**config.mk**
```make
export PLATFORM = sky130hd
export DESIGN_NAME = midpoint_circle_outline
export DESIGN_NICKNAME = d
export VERILOG_FILES = /design/src/mco_pkg.sv /design/src/mco_front.sv /design/src/mco_queue.sv /design/src/mco_back.sv /design/src/midpoint_circle_outline.sv
export SDC_FILE = /design/constraint.sdc
export NUM_CORES = 1
export LEC_CHECK = 0
export BUFFER_PORTS_ARGS = -buffer_cell sky130_fd_sc_hd__clkbuf_2
export CORE_UTILIZATION = 63
export DETAILED_ROUTE_END_ITERATION = 10
export GPL_TIMING_DRIVEN = 0
export PLACE_DENSITY = 0.87
export SLEW_MARGIN = 20
export SYNTH_ARGS = -nofsm -noshare
export SYNTH_HDL_FRONTEND = slang
export SYNTH_SLANG_ARGS = --single-unit
```
**constraint.sdc**
```tcl
create_clock -name clk -period 14.4 [get_ports clk]
set_input_delay 1.44 -clock clk [delete_from_list [all_inputs] [get_ports clk]]
set_output_delay 1.44 -clock clk [all_outputs]
set_load 0.03 [all_outputs]
```
**src/mco_pkg.sv**
```systemverilog
// Shared constants and types for the midpoint circle outline generator.
package mco_pkg;

    localparam int COORD_BITS_DEF  = 12;
    localparam int RADIUS_BITS_DEF = 11;
    localparam int OUT_W           = 14;
    localparam int COLOR_W         = 8;
    localparam int POINTS          = 8;
    localparam int IDX_W           = 3;
    localparam int QUEUE_DEPTH     = 2;
    localparam int STEP_INC        = 2;

    typedef enum logic
    {
        REQ_LOAD = 1'b0,
        REQ_STEP = 1'b1
    } req_t;

    typedef struct packed
    {
        logic [COLOR_W-1:0] red;
        logic [COLOR_W-1:0] green;
        logic [COLOR_W-1:0] blue;
        logic [COLOR_W-1:0] alpha;
    } color_t;

endpackage

```
**src/mco_front.sv**
```systemverilog
// Front end: accepts load and step beats, keeps the octant walk, queues step descriptors.
module mco_front
    import mco_pkg::*;
#(
    parameter int COORD_BITS  = COORD_BITS_DEF,
    parameter int RADIUS_BITS = RADIUS_BITS_DEF,
    parameter int DESC_W      = 2 * COORD_BITS + 2 * (RADIUS_BITS + 1) + 4 * COLOR_W + 1
)
(
    input  logic                   clk,
    input  logic                   rst_n,
    input  logic                   in_valid,
    output logic                   in_stall,
    input  logic                   req_type,
    input  logic [COORD_BITS-1:0]  center_x,
    input  logic [COORD_BITS-1:0]  center_y,
    input  logic [RADIUS_BITS-1:0] radius,
    input  logic [COLOR_W-1:0]     red,
    input  logic [COLOR_W-1:0]     green,
    input  logic [COLOR_W-1:0]     blue,
    input  logic [COLOR_W-1:0]     alpha,
    input  logic                   q_full,
    output logic                   q_push,
    output logic [DESC_W-1:0]      q_data
);

    localparam int WALK_W = RADIUS_BITS + 1;
    localparam int STEP_W = RADIUS_BITS + 3;
    localparam int ERR_W  = RADIUS_BITS + 4;

    localparam logic signed [WALK_W-1:0] ONE_W  = WALK_W'(1);
    localparam logic signed [ERR_W-1:0]  ONE_E  = ERR_W'(1);
    localparam logic [STEP_W-1:0]        ONE_S  = STEP_W'(1);
    localparam logic [STEP_W-1:0]        INC_S  = STEP_W'(STEP_INC);

    logic [COORD_BITS-1:0]    center_col_reg, center_col_next;
    logic [COORD_BITS-1:0]    center_row_reg, center_row_next;
    logic [RADIUS_BITS-1:0]   radius_reg, radius_next;
    logic signed [WALK_W-1:0] walk_x_reg, walk_x_next;
    logic signed [WALK_W-1:0] walk_y_reg, walk_y_next;
    logic [STEP_W-1:0]        step_tx_reg, step_tx_next;
    logic [STEP_W-1:0]        step_ty_reg, step_ty_next;
    logic signed [ERR_W-1:0]  error_reg, error_next;
    color_t                   color_reg, color_next;
    logic                     active_reg, active_next;

    logic                     accept;
    logic                     is_step;
    logic                     fire;
    logic signed [WALK_W-1:0] x1, y1;
    logic [STEP_W-1:0]        tx1, ty1;
    logic signed [ERR_W-1:0]  e1, e2;
    logic signed [ERR_W-1:0]  two_r;
    logic signed [ERR_W-1:0]  two_r_in;
    logic                     done;

    // Accept a beat whenever the queue has room
    assign in_stall = q_full;
    assign accept   = in_valid && !q_full;
    assign is_step  = (req_t'(req_type) == REQ_STEP);
    assign fire     = accept && is_step && active_reg && (walk_x_reg >= walk_y_reg);

    assign two_r    = $signed({3'b000, radius_reg, 1'b0});
    assign two_r_in = $signed({3'b000, radius, 1'b0});

    // Advance the walk by one octant position
    always_comb
    begin
        y1  = walk_y_reg;
        ty1 = step_ty_reg;
        e1  = error_reg;
        if (error_reg <= 0)
        begin
            y1  = walk_y_reg + ONE_W;
            e1  = error_reg + $signed({1'b0, step_ty_reg});
            ty1 = step_ty_reg + INC_S;
        end
        x1  = walk_x_reg;
        tx1 = step_tx_reg;
        e2  = e1;
        if (e1 > 0)
        begin
            x1  = walk_x_reg - ONE_W;
            tx1 = step_tx_reg + INC_S;
            e2  = e1 + $signed({1'b0, tx1}) - two_r;
        end
        done = (x1 < y1);
    end

    // Hand the current position to the back end
    assign q_push = fire;
    assign q_data = {done, color_reg, walk_y_reg, walk_x_reg, center_row_reg, center_col_reg};

    // Select next walk state
    always_comb
    begin
        center_col_next = center_col_reg;
        center_row_next = center_row_reg;
        radius_next     = radius_reg;
        walk_x_next     = walk_x_reg;
        walk_y_next     = walk_y_reg;
        step_tx_next    = step_tx_reg;
        step_ty_next    = step_ty_reg;
        error_next      = error_reg;
        color_next      = color_reg;
        active_next     = active_reg;
        if (accept && !is_step)
        begin
            center_col_next = center_x;
            center_row_next = center_y;
            radius_next     = radius;
            walk_x_next     = $signed({1'b0, radius}) - ONE_W;
            walk_y_next     = '0;
            step_tx_next    = ONE_S;
            step_ty_next    = ONE_S;
            error_next      = ONE_E - two_r_in;
            color_next      = '{red: red, green: green, blue: blue, alpha: alpha};
            active_next     = (radius != '0);
        end
        else if (fire)
        begin
            walk_x_next  = x1;
            walk_y_next  = y1;
            step_tx_next = tx1;
            step_ty_next = ty1;
            error_next   = e2;
            active_next  = !done;
        end
    end

    // Hold walk state
    always_ff @(posedge clk or negedge rst_n)
    begin
        if (!rst_n)
        begin
            center_col_reg <= '0;
            center_row_reg <= '0;
            radius_reg     <= '0;
            walk_x_reg     <= '0;
            walk_y_reg     <= '0;
            step_tx_reg    <= '0;
            step_ty_reg    <= '0;
            error_reg      <= '0;
            color_reg      <= '0;
            active_reg     <= 1'b0;
        end
        else
        begin
            center_col_reg <= center_col_next;
            center_row_reg <= center_row_next;
            radius_reg     <= radius_next;
            walk_x_reg     <= walk_x_next;
            walk_y_reg     <= walk_y_next;
            step_tx_reg    <= step_tx_next;
            step_ty_reg    <= step_ty_next;
            error_reg      <= error_next;
            color_reg      <= color_next;
            active_reg     <= active_next;
        end
    end

endmodule

```
**src/mco_queue.sv**
```systemverilog
// Short descriptor queue between the front and back ends.
module mco_queue
    import mco_pkg::*;
#(
    parameter int DATA_W = 8,
    parameter int DEPTH  = QUEUE_DEPTH
)
(
    input  logic              clk,
    input  logic              rst_n,
    input  logic              push,
    input  logic [DATA_W-1:0] push_data,
    input  logic              pop,
    output logic [DATA_W-1:0] pop_data,
    output logic              full,
    output logic              not_empty
);

    localparam int PTR_W = (DEPTH > 1) ? $clog2(DEPTH) : 1;
    localparam int CNT_W = $clog2(DEPTH + 1);

    localparam logic [PTR_W-1:0] LAST_PTR = PTR_W'(DEPTH - 1);
    localparam logic [PTR_W-1:0] ONE_PTR  = PTR_W'(1);
    localparam logic [CNT_W-1:0] ONE_CNT  = CNT_W'(1);
    localparam logic [CNT_W-1:0] FULL_CNT = CNT_W'(DEPTH);

    logic [DATA_W-1:0] mem [DEPTH];
    logic [PTR_W-1:0]  wr_ptr_reg, wr_ptr_next;
    logic [PTR_W-1:0]  rd_ptr_reg, rd_ptr_next;
    logic [CNT_W-1:0]  count_reg, count_next;

    assign full      = (count_reg == FULL_CNT);
    assign not_empty = (count_reg != '0);
    assign pop_data  = mem[rd_ptr_reg];

    // Advance pointers and occupancy
    always_comb
    begin
        wr_ptr_next = wr_ptr_reg;
        rd_ptr_next = rd_ptr_reg;
        count_next  = count_reg;
        if (push)
        begin
            wr_ptr_next = (wr_ptr_reg == LAST_PTR) ? '0 : wr_ptr_reg + ONE_PTR;
        end
        if (pop)
        begin
            rd_ptr_next = (rd_ptr_reg == LAST_PTR) ? '0 : rd_ptr_reg + ONE_PTR;
        end
        if (push && !pop)
        begin
            count_next = count_reg + ONE_CNT;
        end
        else if (pop && !push)
        begin
            count_next = count_reg - ONE_CNT;
        end
    end

    // Store pushed descriptors
    always_ff @(posedge clk)
    begin
        if (push)
        begin
            mem[wr_ptr_reg] <= push_data;
        end
    end

    always_ff @(posedge clk or negedge rst_n)
    begin
        if (!rst_n)
        begin
            wr_ptr_reg <= '0;
            rd_ptr_reg <= '0;
            count_reg  <= '0;
        end
        else
        begin
            wr_ptr_reg <= wr_ptr_next;
            rd_ptr_reg <= rd_ptr_next;
            count_reg  <= count_next;
        end
    end

endmodule

```
**src/mco_back.sv**
```systemverilog
// Back end: expands one step descriptor into eight symmetric points, one beat per cycle while out_stall is low.
module mco_back
    import mco_pkg::*;
#(
    parameter int COORD_BITS  = COORD_BITS_DEF,
    parameter int RADIUS_BITS = RADIUS_BITS_DEF,
    parameter int DESC_W      = 2 * COORD_BITS + 2 * (RADIUS_BITS + 1) + 4 * COLOR_W + 1
)
(
    input  logic                    clk,
    input  logic                    rst_n,
    input  logic                    q_valid,
    input  logic [DESC_W-1:0]       q_data,
    output logic                    q_pop,
    output logic                    out_valid,
    input  logic                    out_stall,
    output logic signed [OUT_W-1:0] point_x,
    output logic signed [OUT_W-1:0] point_y,
    output logic [COLOR_W-1:0]      out_red,
    output logic [COLOR_W-1:0]      out_green,
    output logic [COLOR_W-1:0]      out_blue,
    output logic [COLOR_W-1:0]      out_alpha,
    output logic                    last_of_step,
    output logic                    circle_done
);

    localparam int WALK_W  = RADIUS_BITS + 1;
    // Unsigned center plus walk offset needs a carry bit and a sign bit
    localparam int SUM_W   = ((COORD_BITS > WALK_W) ? COORD_BITS : WALK_W) + 2;
    localparam int CX_LO   = 0;
    localparam int CY_LO   = COORD_BITS;
    localparam int X_LO    = 2 * COORD_BITS;
    localparam int Y_LO    = X_LO + WALK_W;
    localparam int COL_LO  = Y_LO + WALK_W;
    localparam int DONE_B  = COL_LO + 4 * COLOR_W;

    localparam logic [IDX_W-1:0] LAST_IDX = IDX_W'(POINTS - 1);
    localparam logic [IDX_W-1:0] ONE_IDX  = IDX_W'(1);

    logic [DESC_W-1:0]       desc_reg, desc_next;
    logic                    desc_valid_reg, desc_valid_next;
    logic [IDX_W-1:0]        idx_reg, idx_next;

    logic signed [OUT_W-1:0] point_x_reg, point_y_reg;
    color_t                  color_out_reg;
    logic                    last_reg, done_reg;
    logic                    out_valid_reg, out_valid_next;

    logic                    issue;
    logic                    last_pt;
    logic signed [SUM_W-1:0] cx, cy, wx, wy, a, b, px, py;
    color_t                  color_in;

    // Unpack the current descriptor
    assign cx = $signed({{(SUM_W - COORD_BITS){1'b0}}, desc_reg[CX_LO +: COORD_BITS]});
    assign cy = $signed({{(SUM_W - COORD_BITS){1'b0}}, desc_reg[CY_LO +: COORD_BITS]});
    assign wx = $signed({{(SUM_W - WALK_W){desc_reg[X_LO + WALK_W - 1]}},
                         desc_reg[X_LO +: WALK_W]});
    assign wy = $signed({{(SUM_W - WALK_W){desc_reg[Y_LO + WALK_W - 1]}},
                         desc_reg[Y_LO +: WALK_W]});
    assign color_in = color_t'(desc_reg[COL_LO +: 4 * COLOR_W]);

    // Pick the octant: upper half swaps x and y, bit 1 mirrors the column, bit 0 the row
    always_comb
    begin
        a  = idx_reg[2] ? wy : wx;
        b  = idx_reg[2] ? wx : wy;
        px = idx_reg[1] ? (cx - a) : (cx + a);
        py = idx_reg[0] ? (cy + b) : (cy - b);
    end

    assign issue   = desc_valid_reg && (!out_valid_reg || !out_stall);
    assign last_pt = (idx_reg == LAST_IDX);
    assign q_pop   = q_valid && (!desc_valid_reg || (issue && last_pt));

    // Advance the point counter and refill the descriptor
    always_comb
    begin
        desc_next       = desc_reg;
        desc_valid_next = desc_valid_reg;
        idx_next        = idx_reg;
        if (issue)
        begin
            idx_next = last_pt ? '0 : idx_reg + ONE_IDX;
            if (last_pt)
            begin
                desc_valid_next = 1'b0;
            end
        end
        if (q_pop)
        begin
            desc_next       = q_data;
            desc_valid_next = 1'b1;
        end
        out_valid_next = issue || (out_valid_reg && out_stall);
    end

    always_ff @(posedge clk or negedge rst_n)
    begin
        if (!rst_n)
        begin
            desc_valid_reg <= 1'b0;
            idx_reg        <= '0;
            out_valid_reg  <= 1'b0;
        end
        else
        begin
            desc_valid_reg <= desc_valid_next;
            idx_reg        <= idx_next;
            out_valid_reg  <= out_valid_next;
        end
    end

    // Hold descriptor and output payload
    always_ff @(posedge clk)
    begin
        desc_reg <= desc_next;
        if (issue)
        begin
            point_x_reg   <= OUT_W'(px);
            point_y_reg   <= OUT_W'(py);
            color_out_reg <= color_in;
            last_reg      <= last_pt;
            done_reg      <= desc_reg[DONE_B];
        end
    end

    assign out_valid    = out_valid_reg;
    assign point_x      = point_x_reg;
    assign point_y      = point_y_reg;
    assign out_red      = color_out_reg.red;
    assign out_green    = color_out_reg.green;
    assign out_blue     = color_out_reg.blue;
    assign out_alpha    = color_out_reg.alpha;
    assign last_of_step = last_reg;
    assign circle_done  = done_reg;

endmodule

```
**src/midpoint_circle_outline.sv**
```systemverilog
// Top level of the midpoint circle outline generator.
// A step beat's points pass the queue, the descriptor register and the output register.
// A step yields eight points, one point per cycle while out_stall is low, set by the single
// output register of the back end. Loads are taken whenever the queue has room. A 2-deep
// descriptor queue lets the front take further beats while points drain.
// Reset (rst_n, async low) clears the walk state and queue; nothing is drawn until a load.
module midpoint_circle_outline
    import mco_pkg::*;
#(
    parameter int COORD_BITS  = COORD_BITS_DEF,
    parameter int RADIUS_BITS = RADIUS_BITS_DEF
)
(
    input  logic                    clk,
    input  logic                    rst_n,
    input  logic                    in_valid,
    output logic                    in_stall,
    input  logic                    req_type,
    input  logic [COORD_BITS-1:0]   center_x,
    input  logic [COORD_BITS-1:0]   center_y,
    input  logic [RADIUS_BITS-1:0]  radius,
    input  logic [COLOR_W-1:0]      red,
    input  logic [COLOR_W-1:0]      green,
    input  logic [COLOR_W-1:0]      blue,
    input  logic [COLOR_W-1:0]      alpha,
    output logic                    out_valid,
    input  logic                    out_stall,
    output logic signed [OUT_W-1:0] point_x,
    output logic signed [OUT_W-1:0] point_y,
    output logic [COLOR_W-1:0]      out_red,
    output logic [COLOR_W-1:0]      out_green,
    output logic [COLOR_W-1:0]      out_blue,
    output logic [COLOR_W-1:0]      out_alpha,
    output logic                    last_of_step,
    output logic                    circle_done
);

    localparam int DESC_W = 2 * COORD_BITS + 2 * (RADIUS_BITS + 1) + 4 * COLOR_W + 1;

    logic              q_push;
    logic              q_pop;
    logic              q_full;
    logic              q_not_empty;
    logic [DESC_W-1:0] q_wdata;
    logic [DESC_W-1:0] q_rdata;

    mco_front #(
        .COORD_BITS  (COORD_BITS),
        .RADIUS_BITS (RADIUS_BITS),
        .DESC_W      (DESC_W)
    ) u_front (
        .clk      (clk),
        .rst_n    (rst_n),
        .in_valid (in_valid),
        .in_stall (in_stall),
        .req_type (req_type),
        .center_x (center_x),
        .center_y (center_y),
        .radius   (radius),
        .red      (red),
        .green    (green),
        .blue     (blue),
        .alpha    (alpha),
        .q_full   (q_full),
        .q_push   (q_push),
        .q_data   (q_wdata)
    );

    mco_queue #(
        .DATA_W (DESC_W),
        .DEPTH  (QUEUE_DEPTH)
    ) u_queue (
        .clk       (clk),
        .rst_n     (rst_n),
        .push      (q_push),
        .push_data (q_wdata),
        .pop       (q_pop),
        .pop_data  (q_rdata),
        .full      (q_full),
        .not_empty (q_not_empty)
    );

    mco_back #(
        .COORD_BITS  (COORD_BITS),
        .RADIUS_BITS (RADIUS_BITS),
        .DESC_W      (DESC_W)
    ) u_back (
        .clk          (clk),
        .rst_n        (rst_n),
        .q_valid      (q_not_empty),
        .q_data       (q_rdata),
        .q_pop        (q_pop),
        .out_valid    (out_valid),
        .out_stall    (out_stall),
        .point_x      (point_x),
        .point_y      (point_y),
        .out_red      (out_red),
        .out_green    (out_green),
        .out_blue     (out_blue),
        .out_alpha    (out_alpha),
        .last_of_step (last_of_step),
        .circle_done  (circle_done)
    );

endmodule

```
==> impl_summary.md <==
Clock network
The total of cells resized after clock tree synthesis is 0. The longest clock path from root to sink contains 3 buffers. The clock-pin slew reported for the worst setup and hold paths after clock tree synthesis is 0.06 ns. The buffers inserted during post-CTS setup optimization is 0. The maximum level of the CTS H-tree is 2.

The number of sinks handled by clock tree synthesis is 448. TritonCTS created 45 clock buffers. After clock tree synthesis, the flow added hold-fix buffers numbering 0.

The later pin in the worst-skew pair is clocked with a latency of 0.58 ns. The cell sitting at the root of the clock tree is a sky130_fd_sc_hd__clkbuf_16. TritonCTS built the clock tree.

Synthesis
The most common cell in the synthesized netlist is sky130_fd_sc_hd__edfxtp_1. The cell count after synthesis came out at 1701. In this run, synthesis inferred 305 flip-flops with an integrated enable. In the synthesized netlist the dominant register cell turns out to be sky130_fd_sc_hd__edfxtp_1.

In the synthesized netlist, the cells that appear most often are sky130_fd_sc_hd__edfxtp_1, sky130_fd_sc_hd__nand2_1, sky130_fd_sc_hd__dfrtp_1. In this run, synthesis produced a sequential element count of 448. Yosys attributes the largest share of cell area to sky130_fd_sc_hd__edfxtp_1, sky130_fd_sc_hd__dfrtp_1, sky130_fd_sc_hd__ha_1. The share of the synthesized area in the top cell type is 0.436.

The largest total area in the synthesized netlist belongs to sky130_fd_sc_hd__edfxtp_1. The sequential cell area fraction in the yosys report is 0.606. During synthesis, Yosys emitted a total of 0 warnings. The number of distinct library cells after synthesis is 80. The share of synthesized registers carrying an async set or reset is 0.319. When the netlist entered floorplanning its net count stood at 1874. The average footprint of a synthesized cell is 12.4 µm². The mapped netlist covers 21000 µm².

Finish
The post-synthesis to final-layout area growth is 14.6%. The antenna cell count is 0. Measured on the finished design, the core utilization comes to 0.737. The fraction of final layout cells sized beyond drive strength 1 is 0.176.

The final non-filler cell total is 2372. In the final design database the tool counted 2067 nets. The register with the most flip-flops in the layout has 162 of them.

Detailed routing
The routed wirelength normalized by instance count is 21.6 µm. The detailed router finished its first iteration with 1436 violations. The number of vias per cell after detailed routing is 6.15.

For this run, design rule violations remaining after detail routing come to 0. The number of antenna-violating nets in the routed design is 0. The pre-antenna-repair detailed-routing pass consisted of 6 iterations. The routed layout has 14577 vias. The routed wire length is 51200 µm.

Placement
Once detailed placement completed, the half-perimeter wirelength came to 33900 µm. The total placed cells including tap cells is 2289. The count of buffers added on input and output ports is 135. The routability congestion estimate from global placement is 0.931. The placement-stage worst setup slack is 8.46 ns.

Setup path
The critical path in this run is classified as register to register. The worst setup path is captured at a register. The data arrival time of the critical path is 6.37 ns. The worst setup path is launched from a register. Of all nets on the critical path, the largest fanout is 10.

At the worst endpoint, the required time is 14.69 ns.

GRT
The first global-routing pass estimated 79700 µm of wire. The number of antenna violations at the first check in global routing is 0. The met2 demand-to-capacity share in global routing is 0.539.

The aggregate global-route resource usage is 0.309. For this run, global-route usage on met3 was measured as 0.0498. The most utilized layer in the global route result is met2.

In the global route stage, met1 resource usage came out at 0.378. Entering global routing, the biggest net connects 74 pins. The number of global-route vias before repair is 14855. Summed over all layers, the global routing overflow is 0.

Floorplan
The count of standard-cell rows is 66. The die is 185 µm wide. The floorplan step defined a die boundary enclosing 34100 µm². The initial core utilization is 0.643. Pin placement for this block handled 136 I/O pins. The die boundary height is 185 µm. After floorplanning, the core was sized to cover 32700 µm².

Status
The flow ran to the end, and the final reports show no timing, DRC or antenna violations.

STA
The fraction of the cycle the final worst path needs is 0.422. Setup repair after global routing left no endpoint under its margin. The slew at the pin closest to its max-slew limit is 0.893 ns.

Adding up every negative setup slack in the final design gives 0 ns. The final worst-path setup slack is 8.32 ns. The worst slew margin relative to its limit is 0.387. The post-route clock skew is 0.0224 ns.

Timing would allow up to 164 MHz. Final hold analysis gives a worst-case slack of 0.410 ns. The number of endpoints with negative hold slack in the final report came to 0. The worst path in the final design needs a cycle of 6.08 ns, including I/O delays and setup. Setup violations remaining at the end of the flow were counted as 0. The number of max-slew violations in the final report is 0.

Power and ir drop
The standby leakage power is 0.00972 µW. The power per standard cell area is 232 nW/µm². The worst ir drop on vdd is 0.000171 V.

Hold path
The classification of the worst-slack hold path is register to register.

Job
The number of max-cap violations is 0.
-- critical path, cell delays in order (launching register included) --
cell,delay [ns]
sky130_fd_sc_hd__dfrtp_1,0.41
sky130_fd_sc_hd__ha_1,0.27
sky130_fd_sc_hd__fa_1,0.44
sky130_fd_sc_hd__a211oi_2,0.39
sky130_fd_sc_hd__o21bai_1,0.15
sky130_fd_sc_hd__a2111oi_2,0.52
sky130_fd_sc_hd__o31ai_2,0.17
sky130_fd_sc_hd__a31oi_1,0.24
sky130_fd_sc_hd__mux2i_1,0.78
sky130_fd_sc_hd__o21a_2,0.38
sky130_fd_sc_hd__buf_2,0.33
sky130_fd_sc_hd__nand3_1,0.14
sky130_fd_sc_hd__xnor2_1,0.15
sky130_fd_sc_hd__ha_1,0.31
sky130_fd_sc_hd__nand4_1,0.09
sky130_fd_sc_hd__a2111oi_0,0.47
sky130_fd_sc_hd__o211ai_1,0.19
sky130_fd_sc_hd__a41o_1,0.37
-- per-stage QoR --
step	area (µm²)	power [µW]
CTS	24100	5560
detailed placement	22600	4310
global route	24100	5880
global placement	22300	4180
floorplan	21000	3670
finish	24100	5590
-- layout by cell type, fill, tap and decap left out, types with 10 or more instances in the layout --
cell	netlist	routed
sky130_fd_sc_hd__clkbuf_1	40	48
sky130_fd_sc_hd__clkbuf_16	0	45
sky130_fd_sc_hd__xor2_1	40	40
sky130_fd_sc_hd__inv_1	72	70
sky130_fd_sc_hd__ha_1	87	87
sky130_fd_sc_hd__mux2_2	85	85
sky130_fd_sc_hd__o21a_1	13	13
sky130_fd_sc_hd__fa_1	14	14
sky130_fd_sc_hd__mux2i_1	27	27
sky130_fd_sc_hd__a211oi_1	11	11
sky130_fd_sc_hd__nand4_1	10	10
sky130_fd_sc_hd__o21ai_0	76	76
sky130_fd_sc_hd__nor2b_1	12	12
sky130_fd_sc_hd__nand3_1	34	34
sky130_fd_sc_hd__clkbuf_8	0	11
sky130_fd_sc_hd__nor3_1	33	33
sky130_fd_sc_hd__clkbuf_2	0	134
sky130_fd_sc_hd__nand2_1	258	258
sky130_fd_sc_hd__a21o_1	11	11
sky130_fd_sc_hd__or3_1	12	12
sky130_fd_sc_hd__nor2_1	99	97
sky130_fd_sc_hd__dfrtp_1	143	143
sky130_fd_sc_hd__a31oi_1	15	15
sky130_fd_sc_hd__a21oi_1	54	54
sky130_fd_sc_hd__buf_1	11	11
sky130_fd_sc_hd__nor4_1	13	13
sky130_fd_sc_hd__and3_1	14	14
sky130_fd_sc_hd__xnor2_1	76	76
sky130_fd_sc_hd__edfxtp_1	305	305
-- where the power goes --
part / switching, µW / internal (µW)
Sequential: 200 / 1790
Combinational: 1450 / 939
Clock: 511 / 689
Total: 2160 / 3420
-- layer usage --
layer  vias to the layer above  routed length [µm]
li1                       6529                   -
met2                       716               25700
met3                       185                3800
met4                         0                2360
met5                         -                   0
met1                      7147               19400
-- area by class of cell --
type	instances	area, µm²
inverter	73	279
tap	442	553
clock buffer	63	1290
fill	1978	8610
sequential	448	12700
clock inverter	20	225
timing repair buffer	146	972
buffer	58	249
multi-input combinational	1122	7780
-- cell families (layout without fill, tap and decap cells) --
group                      count (synthesis)  in the layout  share of synthesized area
AOI/OAI and AO/OA                        269            269                     0.0855
xor gates and xnor gates                 116            116                     0.0483
adders and majority gates                101            101                     0.0651
buffers and inverters                    131            360                     0.0249
DFF                                      448            448                      0.606
muxes                                    112            112                     0.0584
and+or+nand+nor                          524            524                      0.112
-- path summary, 6_finish.rpt --
check	startpoint	to	slack [ns]	cells after the start
max	u_front.error_reg[0]	u_queue.mem[1][80]	8.32	17
min	u_back.desc_reg[54]	u_back.out_alpha[6]	0.41	0
max reg2reg	u_front.error_reg[0]	u_queue.mem[1][80]	8.32	17
min reg2reg	u_back.desc_reg[54]	u_back.out_alpha[6]	0.41	0
max in group asynchronous	rst_n	u_front.q_data[62]	12.65	2
min in group asynchronous	rst_n	u_front.step_tx_reg[1]	0.87	1
Note: power is estimated with default switching activity, not from simulation.
